<file path="src/design/mer_pkg.sv">
// shared types and constants for the microwire eeprom reader
package mer_pkg;

  localparam int unsigned WORD_COUNT = 64;
  localparam int unsigned ADDR_W     = 6;
  localparam int unsigned PHASE_W    = 6;

  // phase plan within one word
  localparam logic [PHASE_W-1:0] PH_CMD_FIRST  = 6'd2;
  localparam logic [PHASE_W-1:0] PH_CMD_LAST   = 6'd21;
  localparam logic [PHASE_W-1:0] PH_DATA_FIRST = 6'd23;
  localparam logic [PHASE_W-1:0] PH_DATA_LAST  = 6'd54;
  localparam logic [PHASE_W-1:0] PH_END        = 6'd55;

  // leading zero, start bit and read opcode 10 ahead of the address
  localparam logic [3:0] READ_PREFIX = 4'b0110;

  localparam logic [ADDR_W-1:0] FLOW_WORD_ADDR = 6'd6;
  localparam logic [ADDR_W-1:0] LAST_ADDR      = ADDR_W'(WORD_COUNT - 1);

  typedef struct packed {
    logic              start_read;
    logic              scan_all;
    logic [ADDR_W-1:0] word_address;
    logic              eeprom_data_pin;
  } mer_in_t;

  typedef struct packed {
    logic              program_enable;
    logic              chip_select;
    logic              shift_clock;
    logic              serial_data_out;
    logic              word_valid;
    logic [ADDR_W-1:0] word_index;
    logic [15:0]       word_value;
    logic [15:0]       word_sum;
    logic              scan_last;
    logic              flow_control_off;
    logic              busy_res;
  } mer_out_t;

endpackage

</file>
<file path="src/design/microwire_eeprom_reader.sv">
// microwire eeprom read master, one pin update per item
//
//  channel | signals                       | direction | payload
//  --------+-------------------------------+-----------+------------------
//  input   | in_valid, in_ready, in_data   | in        | mer_pkg::mer_in_t
//  output  | out_valid, out_ready, out_data| out       | mer_pkg::mer_out_t
//
// one item per cycle unless the output stalls: each item is worked through
// in the cycle it is accepted, and its state update and pin levels are both
// registered at that edge, so the result is offered in the next cycle.
// a word read spans 56 items, a full scan 56 * WORD_COUNT items.
// reset returns the sequencer to idle and empties the output register.
// a stalled output register holds its item and stops input until taken.
module microwire_eeprom_reader (
  input  logic              clk,
  input  logic              rst,
  input  logic              in_valid,
  output logic              in_ready,
  input  mer_pkg::mer_in_t  in_data,
  output logic              out_valid,
  input  logic              out_ready,
  output mer_pkg::mer_out_t out_data
);

  logic [mer_pkg::PHASE_W-1:0] tick_phase, tick_phase_next;
  logic [9:0]                  command_shift, command_shift_next;
  logic [15:0]                 data_shift, data_shift_next;
  logic [mer_pkg::ADDR_W-1:0]  current_address, current_address_next;
  logic                        scan_mode, scan_mode_next;
  logic                        active, active_next;
  logic [15:0]                 sum_register, sum_register_next;
  logic                        flow_flag, flow_flag_next;

  logic                        accept;
  logic                        start_go;
  logic                        run;
  logic [mer_pkg::PHASE_W-1:0] ph_cur;
  logic [mer_pkg::PHASE_W-1:0] ph;
  logic [9:0]                  cmd_cur;
  logic [15:0]                 data_cur;
  logic [mer_pkg::ADDR_W-1:0]  addr_cur;
  logic [mer_pkg::ADDR_W-1:0]  addr_start;
  logic [mer_pkg::ADDR_W-1:0]  addr_inc;
  logic                        scan_cur;
  logic [15:0]                 sum_cur;
  logic [15:0]                 sum_new;
  logic                        last;
  mer_pkg::mer_out_t           res;

  assign in_ready = !out_valid || out_ready;
  assign accept   = in_valid && in_ready;

  assign start_go   = !active && (in_data.start_read || in_data.scan_all);
  assign run        = active || start_go;
  assign addr_start = in_data.scan_all ? '0 : in_data.word_address;

  // values seen by this tick, with a fresh start already loaded
  assign ph_cur   = start_go ? '0 : tick_phase;
  assign cmd_cur  = start_go ? {mer_pkg::READ_PREFIX, addr_start} : command_shift;
  assign data_cur = start_go ? '0 : data_shift;
  assign addr_cur = start_go ? addr_start : current_address;
  assign scan_cur = start_go ? in_data.scan_all : scan_mode;
  assign sum_cur  = start_go ? '0 : sum_register;

  assign ph       = (ph_cur > mer_pkg::PH_END) ? mer_pkg::PH_END : ph_cur;
  assign sum_new  = sum_cur + data_cur;
  assign addr_inc = addr_cur + 1'b1;
  assign last     = !scan_cur || (addr_cur >= mer_pkg::LAST_ADDR);

  always_comb begin
    tick_phase_next      = ph_cur;
    command_shift_next   = cmd_cur;
    data_shift_next      = data_cur;
    current_address_next = addr_cur;
    scan_mode_next       = scan_cur;
    active_next          = active;
    sum_register_next    = sum_cur;
    flow_flag_next       = flow_flag;
    res                  = '0;

    if (run) begin
      res.busy_res       = 1'b1;
      res.program_enable = 1'b1;
      res.chip_select    = (ph <= mer_pkg::PH_DATA_LAST);

      if (ph >= mer_pkg::PH_CMD_FIRST && ph <= mer_pkg::PH_CMD_LAST) begin
        res.serial_data_out = cmd_cur[9];
        res.shift_clock     = ph[0];
        // move to the next command bit after its clock-high tick
        if (ph[0]) begin
          command_shift_next = {cmd_cur[8:0], 1'b0};
        end
      end else if (ph >= mer_pkg::PH_DATA_FIRST && ph <= mer_pkg::PH_DATA_LAST) begin
        if (ph[0]) begin
          res.shift_clock = 1'b1;
        end else begin
          data_shift_next = {data_cur[14:0], in_data.eeprom_data_pin};
        end
      end

      if (ph == mer_pkg::PH_END) begin
        res.word_valid    = 1'b1;
        res.word_index    = addr_cur;
        res.word_value    = data_cur;
        res.word_sum      = sum_new;
        res.scan_last     = last;
        sum_register_next = sum_new;
        if (scan_cur && addr_cur == mer_pkg::FLOW_WORD_ADDR) begin
          flow_flag_next = data_cur[1];
        end
        tick_phase_next = '0;
        if (last) begin
          active_next = 1'b0;
        end else begin
          active_next          = 1'b1;
          current_address_next = addr_inc;
          command_shift_next   = {mer_pkg::READ_PREFIX, addr_inc};
          data_shift_next      = '0;
        end
      end else begin
        active_next     = 1'b1;
        tick_phase_next = ph + 1'b1;
      end
    end

    res.flow_control_off = flow_flag_next;
  end

  always_ff @(posedge clk) begin
    if (rst) begin
      tick_phase      <= '0;
      command_shift   <= '0;
      data_shift      <= '0;
      current_address <= '0;
      scan_mode       <= 1'b0;
      active          <= 1'b0;
      sum_register    <= '0;
      flow_flag       <= 1'b0;
      out_valid       <= 1'b0;
    end else begin
      if (accept) begin
        tick_phase      <= tick_phase_next;
        command_shift   <= command_shift_next;
        data_shift      <= data_shift_next;
        current_address <= current_address_next;
        scan_mode       <= scan_mode_next;
        active          <= active_next;
        sum_register    <= sum_register_next;
        flow_flag       <= flow_flag_next;
        out_valid       <= 1'b1;
      end else if (out_ready) begin
        out_valid <= 1'b0;
      end
    end
  end

  always_ff @(posedge clk) begin
    if (accept) begin
      out_data <= res;
    end
  end

endmodule

</file>
<file path="config.mk">
export PLATFORM = sky130hd
export DESIGN_NAME = microwire_eeprom_reader
export DESIGN_NICKNAME = d
export VERILOG_FILES = /design/src/design/mer_pkg.sv /design/src/design/microwire_eeprom_reader.sv
export SDC_FILE = /design/constraint.sdc
export NUM_CORES = 1
export LEC_CHECK = 0
export BUFFER_PORTS_ARGS = -buffer_cell sky130_fd_sc_hd__buf_4
export CAP_MARGIN = 20
export CELL_PAD_IN_SITES_DETAIL_PLACEMENT = 1
export CELL_PAD_IN_SITES_GLOBAL_PLACEMENT = 2
export CORE_AREA = 2 2 122 124
export CTS_BUF_LIST = sky130_fd_sc_hd__clkbuf_8
export CTS_CLUSTER_DIAMETER = 40
export CTS_CLUSTER_SIZE = 30
export DETAILED_ROUTE_END_ITERATION = 10
export DIE_AREA = 0 0 124 126
export GPL_ROUTABILITY_DRIVEN = 1
export PLACE_DENSITY_LB_ADDON = 0.1
export SLEW_MARGIN = 25
export SYNTH_ARGS = -nofsm -noshare
export SYNTH_HDL_FRONTEND = slang
export SYNTH_SLANG_ARGS = --single-unit
</file>
<file path="constraint.sdc">
create_clock -name clk -period 9.5 [get_ports clk]
set_input_delay 0 -clock clk [delete_from_list [all_inputs] [get_ports clk]]
set_output_delay 0 -clock clk [all_outputs]
set_load 0.02 [all_outputs]
</file>
* Word-level counts from Yosys, hierarchy flattened
Cells that the tools add are included.
** Word-level totals
- Input bits :: 13
- Register bits after elaboration :: 104
** Cells by class
- Multiplexer cells :: 40
- Reduce and logical (&&, ||, !) cells :: 16
- Order comparisons :: 6
- $add $sub $neg :: 3
- Equality and inequality tests :: 2
** Operators by type and width (count)
- 2-to-1 mux 16 bit :: 10
- 2-to-1 mux 10 bit :: 6
- 2-to-1 mux 6 bit :: 9
- 2-to-1 mux 44 bit :: 1
- 2-to-1 mux 40 bit :: 1
- adder 16 bit :: 1
- 2-to-1 mux 1 bit :: 13
- adder 6 x 1 -> 6 bit (second input constant) :: 2
- equality test 6 x 3 -> 1 bit (second input constant) :: 1
- equality test 6 bit (second input constant) :: 1
- greater-or-equal comparator 6 x 2 -> 1 bit (second input constant) :: 1
- greater-or-equal comparator 6 x 5 -> 1 bit (second input constant) :: 1
- greater-or-equal comparator 6 bit (second input constant) :: 1
- > comparator 6 bit (second input constant) :: 1
- <= comparator 6 x 5 -> 1 bit (second input constant) :: 1
- <= comparator 6 bit (second input constant) :: 1
- AND reduction 2 bit :: 3
- logical AND 1 bit :: 5
- logical OR 1 bit :: 4
- zero test 1 bit :: 3
- nonzero test 2 bit :: 1

* Logic depth before layout (Yosys ltp)
- Depth after elaboration :: 12
- Gate-level depth with buffers :: 14
- Gate-level depth less buffers :: 11

* Worst setup path before layout
OpenSTA, ideal clock, no wires.
- Path kind :: reg2reg
- From :: register active
- To :: register out_data[16] (netlist name) (data pin)
- Cell stages (with the launch flop) :: 15
- Arrival time :: 3.016 ns
- Library setup time :: 0.255 ns
- Period minus slack after synthesis :: 3.271 ns
- Slack :: 6.229 ns
- Path buffers :: 5
- Path through :: dfxtp_1 -> o21bai_2 -> buf_2 -> buf_2 -> buf_2 -> clkbuf_1 -> and2_1 -> ha_1 -> and3_1 -> clkbuf_1 -> a22oi_1 -> o21a_1 -> a21oi_1 -> or3_1 -> and3_1
** Between the ends
- Longest elaborated chain between the ends :: 7
- Elaborated cells on any way between the ends :: 11
- Classes of those cells :: add/sub: 1; order compare: 1; eq/ne: 1; mux: 4; reduce/logical: 4
** Ends and longest elaborated chain
- from (decl) :: line microwire_eeprom_reader.sv:30 : logic active, active_next;
- from (signal assigned) :: line microwire_eeprom_reader.sv:147 : active <= active_next;
- zero test 1 bit :: line microwire_eeprom_reader.sv:53 : assign start_go = !active && (in_data.start_read || in_data.scan_all);
- logical AND 1 bit :: line microwire_eeprom_reader.sv:53
- 2-to-1 mux 6 bit :: line microwire_eeprom_reader.sv:58 : assign ph_cur = start_go ? '0 : tick_phase;
- > comparator 6 bit :: line microwire_eeprom_reader.sv:65 : assign ph = (ph_cur > mer_pkg::PH_END) ? mer_pkg::PH_END : ph_cur;
- 2-to-1 mux 6 bit :: line microwire_eeprom_reader.sv:65
- equality test 6 bit :: line microwire_eeprom_reader.sv:101 : if (ph == mer_pkg::PH_END) begin
- AND reduction 2 bit (no source line)
- to (signal assigned) :: line microwire_eeprom_reader.sv:159 : out_data <= res;
- to (decl) :: line microwire_eeprom_reader.sv:22 : output mer_pkg::mer_out_t out_data
Several ways; a longest one is shown, not always the timed one.
A chain may end at the register's enable or synchronous reset.

* Worst setup path in the final report
- From :: register active
- To :: register out_data[15] (netlist name) (data pin)
** Between the ends
- Elaborated cells on any way between the ends :: 11
- Classes of those cells :: add/sub: 1; order compare: 1; eq/ne: 1; mux: 4; reduce/logical: 4
** RTL lines
- zero test 1 bit :: line microwire_eeprom_reader.sv:53
- logical AND 1 bit :: line microwire_eeprom_reader.sv:53
- 2-to-1 mux 16 bit :: line microwire_eeprom_reader.sv:60 : assign data_cur = start_go ? '0 : data_shift;
- via data_cur[2] :: line microwire_eeprom_reader.sv:40 : logic [15:0] data_cur;
- adder 16 bit :: line microwire_eeprom_reader.sv:66 : assign sum_new = sum_cur + data_cur;
The timed path passes the listed nets, and every way through them passes these cells.

==> impl_results.md <==
* Status: complete, no violations
* CP peak stage delay at about 0.7 ns
* Layout Cells excl Fill at 847
* Layout Nets at 693
* Worst R2R Setup Slack at roughly 5.4 ns
* Core area at about 14000 sq um
* Sink Count at 103
* Max Freq at between 200 and 250 MHz
* Worst hold start: in_data[2]
* Buf/Inv on CP at 2
* Vias post-DR at ~4800
* Post-Syn Area at ~5700 sq um
* Static Leak at roughly 2.7 nW
* Hold buffer count at cts at 4
* Crit-path cells: o21bai_4 > buf_4 > nand2_1 > inv_1 > ha_1 > a21o_1 > a21oi_1 > o211ai_1 > a2111oi_1 > o21ai_0 > mux2i_1
* Initial antenna violation count at 0
* Full die area at between 15000 and 20000 sq um
* Hold EP: out_data[36]
* Hold slack at 0.0294 ns
* CTS root buf: clkbuf_8
* HP Class: input pin to register
* Depth of the CTS H-tree at 3
* Wire per inst at about 19 um
* Mapped Nets at 650
* First-pass detailed-route iteration total at 4
* Worst VDD drop at around 0.074 mV
* Mapped Cells at around 620
* Reg2reg end: out_data[15]
* Boundary Pins at between 60 and 70
* Setup violators final at 0
* Setup repair after global routing missed its margin: false
* Post-CTS Setup Bufs at 0
* DRT iter0 DRCs at between 300 and 400
* Crit path time final at between 4 and 5 ns
* First-pass GRT wire length at 26200 um
* Clk pin slew, worst setup/hold paths at around 0.11 ns
* Top_reg_cell synth: dfxtp_1
* Clock Tree Buf Depth at 2
* Part of the Yosys area used for sequential elements at 43.8%
* Setup TNS at 0 ns
* Crit start category: register
* Placed cell count at 827
* Pin count of the biggest net entering global routing at 71
* Final antenna-violating net count at 0
* Worst Setup Path Type: register to register
* Clock latency on the worst-skew pair at 0.39 ns
* CTS tree: yes
* Final slew viol count at 0
* Max-cap violation count at 0
* Vias in the first global route at 4893
* CP arrival at 4.19 ns
* CTS-repair resized insts at 0
* Mapped Avg Cell Area at 9.32 sq um
* Layout area overhead at 13.4%
* Port bufs at 60
* Relative slew slack at between 30% and 40%
* Hold path depth at 3
* Skew final at between 0.015 and 0.02 ns
* Post-synth cell types at 73
* Crit. End Element: register
* FF+latch count, synth at around 100
* Die width at 124 um
* CP top delay family: compound AO/OA/AOI/OAI gates
* Tightest Pin Transition at 1.02 ns
* Number of synthesized flops with an enable pin at 45
* Worst R2R Start: active
* Residual DRC at 0
* Initial core utilization at between 40% and 50%
* Fraction of layout cells with a size suffix above 1 at between 10 and 15%
* GRT Overall Usage at between 20% and 30%
* Placer Congestion at between 0.8 and 0.9
* HPWL Detailed at 11200 um
* Worst path required time at around 9.6 ns
* Total gr overflow at 0
* Async set-or-reset flop fraction in the synthesized netlist at 0%
* Max FO, Critical Path at 40
* Final hold viol count at 0
* Fin crit share at between 40% and 50%
* Final WL at 16400 um
* CTS buffer count at 9
* Via density per instance at about 5.7
* # diodes at 0
* Worst path slowest cell: a2111oi_1
* Reg2reg path depth at 11
* Chip Height at 126 um
* Ys Warns at 0
* PD cells at 138 nW/um^2
* Site row count at between 40 and 50
* FILL cells at about 1600
==> layer usage <==
metal  routed length [um]  track usage, %  vias to the layer above
met4                  297            7.34                        0
met5                    0               0                        -
met1                 7400            28.3                     2408
met3                  463            2.94                       21
li1                     -               -                     2311
met2                 8220            36.7                       90
==> registers in the layout, indices dropped and copies added, names as in the netlist <==
signal / flops
flow_flag: 1
current_address: 6
sum_register: 16
command_shift: 10
tick_phase: 6
out_data: 45
scan_mode: 1
out_valid: 1
active: 1
data_shift: 16
==> power by group <==
part / internal (W) / leakage, nW / switching, W / total (W)
Combinational: 0.0000357 / 1.70 / 0.0000744 / 0.000110
Clock: 0.000145 / 0.113 / 0.000160 / 0.000305
Sequential: 0.000476 / 0.914 / 0.00000777 / 0.000484
Total: 0.000657 / 2.73 / 0.000242 / 0.000899
==> kinds of logic (layout without fill, tap and decap cells) <==
kind of cell	Yosys count	in the layout	synth area share [%]
compound gates	169	169	21.3
flops	103	103	43.8
buf+inv	64	112	5.22
simple gates	222	222	18.7
mux	23	23	4.21
xor+xnor	12	12	1.83
fa+ha+maj	22	22	4.93
==> per-stage QoR <==
step	setup slack [ns]	cell area, sq um	util [%]	power (W)
6_report	5.44	6500	45.4	0.000899
2_1_floorplan	6.23	5730	-	0.000560
3_5_place_dp	5.53	6260	43.7	0.000604
4_1_cts	5.51	6500	45.4	0.000908
3_3_place_gp	5.65	6260	43.7	0.000601
5_1_grt	5.18	6500	45.4	0.000936
==> placed cells by master, fill, tap and decap left out, drive strengths merged, types with 3 or more instances in the layout <==
| master | instances |
|---|---|
| nor2 | 82 |
| buf | 64 |
| dfxtp | 58 |
| nand2 | 50 |
| edfxtp | 45 |
| a21oi | 36 |
| a22oi | 36 |
| o21ai | 34 |
| inv | 30 |
| and2 | 28 |
| ha | 21 |
| nand3 | 20 |
| mux2i | 20 |
| a21o | 11 |
| a22o | 9 |
| xnor2 | 9 |
| clkbuf | 9 |
| and3 | 8 |
| nand2b | 6 |
| or3 | 6 |
| nor3 | 6 |
| a211oi | 5 |
| nand4 | 5 |
| o211ai | 4 |
| dlygate4sd3 | 4 |
| a31oi | 3 |
| a221oi | 3 |
| o21a | 3 |
| xor2 | 3 |
| mux2 | 3 |
| a41oi | 3 |
| clkinv | 3 |
==> area by class of cell <==
type	count	area [sq um]	share of cell area (%)
Tap cell	184	230	3.54
Multi-Input combinational cell	448	2930	45.0
Clock inverter	7	81.3	1.25
Timing Repair Buffer	68	520	8.00
Inverter	28	105	1.62
Clock buffer	9	124	1.90
Sequential cell	103	2510	38.6
==> tightest hold or removal path: cells and delay by family <==
family | cells | cell delay [ns]
simple gates | 1 | 0.11
buf+inv | 1 | 0.10
compound gates | 1 | 0.10
==> cell usage after synthesis, types with 4 or more instances <==
| cell type | n | share of area, % |
|---|---|---|
| nor2_1 | 82 | 5.4 |
| dfxtp_1 | 58 | 20 |
| nand2_1 | 50 | 3.3 |
| edfxtp_1 | 45 | 24 |
| a21oi_1 | 34 | 3.0 |
| a22oi_1 | 32 | 4.2 |
| o21ai_0 | 30 | 2.6 |
| and2_1 | 28 | 3.1 |
| inv_1 | 27 | 1.8 |
| ha_1 | 21 | 4.6 |
| mux2i_1 | 20 | 3.5 |
| nand3_1 | 20 | 1.7 |
| clkbuf_1 | 17 | 1.1 |
| a21o_1 | 11 | 1.4 |
| a22o_1 | 9 | 1.4 |
| buf_2 | 9 | 0.79 |
| xnor2_1 | 9 | 1.4 |
| and3_1 | 8 | 0.87 |
| nand2b_1 | 6 | 0.65 |
| or3_1 | 6 | 0.65 |
| a211oi_1 | 5 | 0.65 |
| nand4_1 | 5 | 0.55 |
| nor3_1 | 5 | 0.44 |
| a22oi_2 | 4 | 0.87 |
| o211ai_1 | 4 | 0.52 |
| o21ai_1 | 4 | 0.35 |
==> how the worst max path moves through the flow <==
| stage | startpoint | end | cells after the start |
|---|---|---|---|
| after floorplan | active | out_data[16] | 14 |
| after global placement | active | out_data[15] | 11 |
| after detailed placement | active | out_data[15] | 11 |
| after CTS | active | out_data[15] | 11 |
| after global routing | active | out_data[15] | 11 |
| final | active | out_data[15] | 11 |
Note: power is estimated with default switching activity, not from simulation.
